**config.mk**
```make
export PLATFORM = sky130hd
export DESIGN_NAME = cbs_poly
export DESIGN_NICKNAME = d
export VERILOG_FILES = /design/src/rtl/cbs_pkg.sv /design/src/rtl/cbs_poly.sv
export SDC_FILE = /design/constraint.sdc
export NUM_CORES = 2
export LEC_CHECK = 0
export ABC_AREA = 1
export BUFFER_PORTS_ARGS = -buffer_cell sky130_fd_sc_hd__buf_2
export CORE_MARGIN = 2
export CORE_UTILIZATION = 60
export DETAILED_ROUTE_END_ITERATION = 8
export PLACE_DENSITY = 0.86
export SYNTH_ARGS = -nofsm -noshare
export SYNTH_HDL_FRONTEND = slang
export SYNTH_SLANG_ARGS = --single-unit
```
**constraint.sdc**
```tcl
create_clock -name i_clk -period 6.8 [get_ports i_clk]
set_clock_uncertainty 0.15 [all_clocks]
set_input_delay 0.34 -clock i_clk [delete_from_list [all_inputs] [get_ports i_clk]]
set_output_delay 0.34 -clock i_clk [all_outputs]
set_load 0.03 [all_outputs]
```
**src/rtl/cbs_pkg.sv**
```systemverilog
`default_nettype none

package cbs_pkg;

    // Field and register widths
    localparam int PW    = 32;
    localparam int SW    = 17;
    localparam int CFGW  = 25;
    localparam int INV2W = 34;

    // Basis combinations
    localparam int A0W   = 35;
    localparam int A1W   = 33;
    localparam int A2W   = 34;
    localparam int A3W   = 35;
    localparam int A1X3W = 35;
    localparam int A2X3W = 36;

    // Partial products against s, s^2, s^3 (s taken as an 18-bit signed operand)
    localparam int T1W = A1X3W + SW + 1;
    localparam int T2W = A2X3W + SW + 1;
    localparam int V1W = A2W + SW + 1;
    localparam int V2W = A3W + SW + 1;
    localparam int WW  = A3W + SW + 1;
    localparam int P3W = A3W + SW + 1;

    // Polynomial sums and rounded derivative magnitudes
    localparam int SUMW = 54;
    localparam int MAGW = 35;

    // Output scaling
    localparam int UW   = 33;
    localparam int PQW  = 31;
    localparam int QW   = 53;
    localparam int VPW  = MAGW + CFGW;
    localparam int APW  = MAGW + INV2W;

    // Register stages from input to output register
    localparam int LAT = 7;

    localparam logic [SW-1:0]    ONE_Q16  = 17'd65536;
    localparam logic [CFGW-1:0]  INV_RST  = 25'd65536;
    localparam logic [INV2W-1:0] INV2_RST = 34'd65536;

    // Per-stage advance enables, stage 1 in the LSB
    typedef struct packed {
        logic s7;
        logic s6;
        logic s5;
        logic s4;
        logic s3;
        logic s2;
        logic s1;
    } t_adv;

endpackage

`default_nettype wire

```
**src/rtl/cbs_poly.sv**
```systemverilog
`default_nettype none

module cbs_poly (
    input  logic                              i_clk,
    input  cbs_pkg::t_adv                     i_adv,
    input  logic signed [cbs_pkg::A0W-1:0]    i_c0,
    input  logic signed [cbs_pkg::A1W-1:0]    i_c1,
    input  logic signed [cbs_pkg::A2W-1:0]    i_c2,
    input  logic signed [cbs_pkg::A3W-1:0]    i_c3,
    input  logic        [cbs_pkg::SW-1:0]     i_s3,
    input  logic signed [cbs_pkg::T1W-1:0]    i_t1,
    input  logic signed [cbs_pkg::T2W-1:0]    i_t2,
    input  logic signed [cbs_pkg::V1W-1:0]    i_v1,
    input  logic signed [cbs_pkg::V2W-1:0]    i_v2,
    input  logic signed [cbs_pkg::WW-1:0]     i_w,
    output logic signed [cbs_pkg::SUMW-1:0]   o_n,
    output logic                              o_dneg,
    output logic        [cbs_pkg::MAGW-1:0]   o_dmag,
    output logic                              o_eneg,
    output logic        [cbs_pkg::MAGW-1:0]   o_emag
);
    import cbs_pkg::*;

    // stage 3: last product, partial position sum, velocity and acceleration numerators
    logic signed [SW:0]     s3_sx;
    logic signed [P3W-1:0]  n_ps3;
    logic signed [SUMW-1:0] n_npart;
    logic signed [SUMW-1:0] n_d;
    logic signed [SUMW-1:0] n_e;

    assign s3_sx   = {1'b0, i_s3};
    assign n_ps3   = i_c3 * s3_sx;
    assign n_npart = (SUMW'(i_c0) <<< 16) + SUMW'(i_t1) + SUMW'(i_t2);
    assign n_d     = (SUMW'(i_c1) <<< 16) + (SUMW'(i_v1) <<< 1) + SUMW'(i_v2);
    assign n_e     = (SUMW'(i_c2) <<< 16) + SUMW'(i_w);

    logic signed [P3W-1:0]  r_ps3;
    logic signed [SUMW-1:0] r_npart;
    logic signed [SUMW-1:0] r_d;
    logic signed [SUMW-1:0] r_e;

    always_ff @(posedge i_clk) begin
        if (i_adv.s3) begin
            r_ps3   <= n_ps3;
            r_npart <= n_npart;
            r_d     <= n_d;
            r_e     <= n_e;
        end
    end

    // stage 4: position numerator; round derivatives to Q16.16 as sign and magnitude
    // negative side folds the negate into the rounding add: ~x + 1 + half
    logic signed [SUMW-1:0] n_n;
    logic                   d_neg;
    logic                   e_neg;
    logic        [SUMW-1:0] n_dsum;
    logic        [SUMW-1:0] n_esum;

    assign n_n    = r_npart + SUMW'(r_ps3);
    assign d_neg  = r_d[SUMW-1];
    assign e_neg  = r_e[SUMW-1];
    assign n_dsum = (d_neg ? ~r_d : r_d) + (d_neg ? SUMW'(65537) : SUMW'(65536));
    assign n_esum = (e_neg ? ~r_e : r_e) + (e_neg ? SUMW'(32769) : SUMW'(32768));

    logic signed [SUMW-1:0] r_n;
    logic                   r_dneg;
    logic        [MAGW-1:0] r_dmag;
    logic                   r_eneg;
    logic        [MAGW-1:0] r_emag;

    always_ff @(posedge i_clk) begin
        if (i_adv.s4) begin
            r_n    <= n_n;
            r_dneg <= d_neg;
            r_dmag <= n_dsum[MAGW+16:17];
            r_eneg <= e_neg;
            r_emag <= n_esum[MAGW+15:16];
        end
    end

    assign o_n    = r_n;
    assign o_dneg = r_dneg;
    assign o_dmag = r_dmag;
    assign o_eneg = r_eneg;
    assign o_emag = r_emag;

endmodule

`default_nettype wire

```
# Yosys cells after proc, flatten, opt, wreduce, memory -nomap -nowiden

Cells that the tools add are included.

$add $sub $neg: 8
Multiplexer cells: 4
Multiply operators: 1
Bitwise logic cells: 2

Operator list:

| operator       | number |
|---|---|
| $add 54x53->54 | 2 |
| $add 49x53->54 | 1 |
| $add 50x53->54 | 1 |
| $add 51x53->54 | 1 |
| $add 54x54->54 | 1 |
| $mul 35x18->53 | 1 |
| $add 52x18->52 | 1 |
| $mux 52        | 1 |
| $not 52->52    | 1 |
| $add 51x17->51 | 1 |
| $mux 51        | 1 |
| $not 51->51    | 1 |
| $mux 1         | 2 |

Register bits: 341

# Logic depth before layout (Yosys ltp)

Depth after elaboration: 3
Mapped depth: 29

# Worst setup path before layout

No wires, ideal clock.

Path type: input -> register
From: input port i_c3[34] (netlist name)
To: register r_ps3[47], data pin
Path slack: 0.636 ns
Arrival: 5.762 ns
Cell stages on the path: 22
Cells stage by stage: clkbuf_1 clkbuf_1 nand2_1 fa_1 inv_1 fa_1 fa_1 fa_1 fa_1 inv_1 fa_1 inv_1 ha_1 nand2_1 nor2_1 inv_1 nor3_1 nand2_1 nor2_1 nand2_1 nand4_1 nand2_1

Word-level cells in the longest chain between the ends: 1

RTL lines:

| element                | line           | source |
|---|---|---|
| start: declaration     | cbs_poly.sv:9  | `input logic signed [cbs_pkg::A3W-1:0] i_c3,` |
| $mul 35x18->53         | cbs_poly.sv:32 | `assign n_ps3 = i_c3 * s3_sx;` |
| via n_ps3[47]          | cbs_poly.sv:26 | `logic signed [P3W-1:0] n_ps3;` |
| end signal: assignment | cbs_poly.sv:44 | `r_ps3 <= n_ps3;` |
| end: declaration       | cbs_poly.sv:37 | `logic signed [P3W-1:0] r_ps3;` |

The timed path passes the listed nets, and every way through them passes these cells.
A chain may end at the register's enable or synchronous reset.

# Worst setup path after layout

From: input port i_s3[8] (netlist name)
To: register r_ps3[46], data pin

Word-level cells in the longest chain between the ends: 1

RTL lines:

| element            | line           | source |
|---|---|---|
| start: declaration | cbs_poly.sv:10 | `input logic [cbs_pkg::SW-1:0] i_s3,` |
| $mul 35x18->53     | cbs_poly.sv:32 |  |
| via n_ps3[46]      | cbs_poly.sv:26 |  |

The timed path passes the listed nets, and every way through them passes these cells.

==> out/metrics.yaml <==
worst_slack_ps: 661.9
finalNetCount: 10110
first_global_vias: 51980
report.final.hold_viol_count: 0
worstSetupEndpointType: "flip-flop"
postSynthCellCount: 8190
final_common_cell: "nand2_1"
cts_tree: "done"
synthArstFlopShare_pct: 0
vias: 52780
gp_congestion: 1.016
start_kind: "primary input"
slew_violations: 0
tightest_slew_ps: 1016
worst_hold_path_type: "primary input to flip-flop"
clock_path_buffers: 3
maxSlewHeadroom_pct: 32.29
layout_common_cells: "nand2_1 (2941), inv_1 (2020), nor2_1 (648), fa_1 (644), buf_2 (545)"
maxCapViolations: 0
core_region_area_um2: 92910
synth-edff-count: 338
period_share_pct: 90.27
fp-row-count: 112
grt_overflow: 0
synthDistinctLibCells: 36
rsz0062_at_grt: "no"
htree_levels: 2
io_pins: 553
drive_gt1_share_pct: 7.902
timing.fmax_mhz: 162.9
clk_latency_ps: 580
ys_seq_area_share_pct: 18.14
cp.required_ps: 6960
area_growth_pct: 9.967
seq_area_um2: 10150
finish.utilization_pct: 66.22
criticalPathCategory: "primary input to flip-flop"
yosysWarnings: 0
worstPathArrival_ps: 6300
fin_hold_ws_ps: 56.91
cts_root_buf: "clkbuf_16"
vias_per_cell: 5.290
place_hpwl_mm: 154.4
die_area_um2: 95710
wl_mm: 180.6
dp_slack_ps: 174.1
dieWidth_um: 309.4
wl_per_cell_um: 18.10
outcome: "finished, final reports clean"
antenna_found_initial: 9
syn_area_um2: 55950
grt_use_total_pct: 37.95
grt_first_pass_wirelength_mm: 279.8
grt_max_degree: 138
synth_seq_cells: 338
route.detailed.drc: 0
post_cts_resize_count: 0
drt-initial-drc-count: 5007
multiInputGateArea_um2: 37540
clock_sinks: 338
final.setup.tns_ps: 0
initial_core_util_pct: 60.22
dr.pass1.iters: 6
rrSetupSlack_ps: 3240
syn_avg_cell_area_um2: 6.832
syn_nets: 9610
cts_buffers: 39
cp_max_fo: 16
dominantRegCellSynth: "edfxtp_1"
path_clk_slew_ps: 60
setup_viol_count_final: 0
port_buffers: 547
cts_setup_buffers: 0
period_minus_slack_ps: 6138
fillers: 8203
die_y_um: 309.4
postRouteAntennaNets: 0
sequential cells by signal, summed over array words and instances, names as in the netlist:
register  count
o_dmag       35
o_dneg        1
o_emag       35
o_eneg        1
o_n          54
r_d          53
r_e          52
r_npart      54
r_ps3        53
cell families (layout without fill, tap and decap cells):
| logic type | count (synthesis) | in the layout | share of synthesized area (%) |
|---|---|---|---|
| AND/OR/NAND/NOR | 4113 | 4113 | 29.21 |
| buffers and inverters | 2175 | 2704 | 14.76 |
| adder cells (fa/ha/maj) | 993 | 993 | 30.85 |
| flip-flops | 338 | 338 | 18.14 |
| AO/OA/AOI/OAI | 334 | 334 | 3.187 |
| XOR/XNOR | 237 | 237 | 3.851 |
| other | 0 | 5 | 0 |
metal layers:
metal | wire (um) | global-route usage [%] | up-vias
met3 | 16060 | 6.141 | 552
met5 | 27 | 0 | -
li1 | - | - | 25210
met1 | 72880 | 50.17 | 24510
met2 | 83470 | 62.55 | 2509
met4 | 8111 | 15.09 | 4
critical path: stages:
cell and delay (ps):
buf_2 400, nand2_1 170, fa_1 640, inv_1 90
fa_1 970, fa_1 540, fa_1 500, fa_1 570
inv_1 60, fa_1 520, inv_1 40, ha_1 410
nand2_1 100, inv_1 80, nand2_1 100, nor2_1 250
nand2_1 110, nor3_1 140, nand2_1 90, nand4_1 100
nand2_1 70
synthesized netlist by cell type, types with 3 or more instances:
library cell	number	area share, %
fa_1	644	23
xor2_1	168	2.6
edfxtp_1	338	18
and3_1	4	0.045
buf_4	6	0.080
inv_1	2020	14
nand3_1	303	2.7
nor2_2	9	0.10
xor2_2	8	0.23
o21a_1	3	0.040
nor2_1	648	4.3
nand2_1	2941	20
o21bai_1	29	0.39
buf_6	5	0.10
a21boi_0	5	0.067
a21o_1	4	0.054
nand3b_1	23	0.31
nand4_1	105	1.2
and2_1	13	0.15
or2_2	10	0.11
nor3_1	44	0.39
nand2_2	3	0.034
ha_1	349	7.8
and2_0	7	0.078
clkbuf_1	138	0.93
xnor2_1	60	0.94
a21oi_1	216	1.9
o21ai_0	74	0.66
metrics by stage:
stage                     cells  area, um2
after CTS                  9973      61520
after floorplan            8190      55950
after detailed placement   9882      60000
final                      9978      61530
after global placement     9882      60000
after global routing       9977      61530
path summary, 6_finish.rpt:
path	startpoint	end	cells past startpoint
max reg2reg	r_e[53]$_DFFE_PP_	o_emag[0]$_DFFE_PP_	10
min	i_t2[0]	r_npart[0]$_DFFE_PP_	2
max	i_s3[8]	r_ps3[46]$_DFFE_PP_	21
min reg2reg	r_d[53]$_DFFE_PP_	o_dneg$_DFFE_PP_	0
area by class of cell:
cell class | instances | share of cell area (%)
Tap cell | 1254 | 2.550
Clock buffer | 42 | 1.639
Timing Repair Buffer | 612 | 5.454
Multi-Input combinational cell | 5677 | 61.02
Clock inverter | 28 | 0.4881
Antenna cell | 5 | 0.02034
Sequential cell | 338 | 16.50
Inverter | 2022 | 12.34
what timing repair did:
item | 4_1_cts | 5_1_grt
endpoints found under the setup margin | 0 | 0
hold endpoints to repair | 19 | 0
hold buffers | 21 | 0
Power is left out: the tool's default activity adds up to more than one toggle a clock period on the data nets, which glitch-free logic cannot reach.
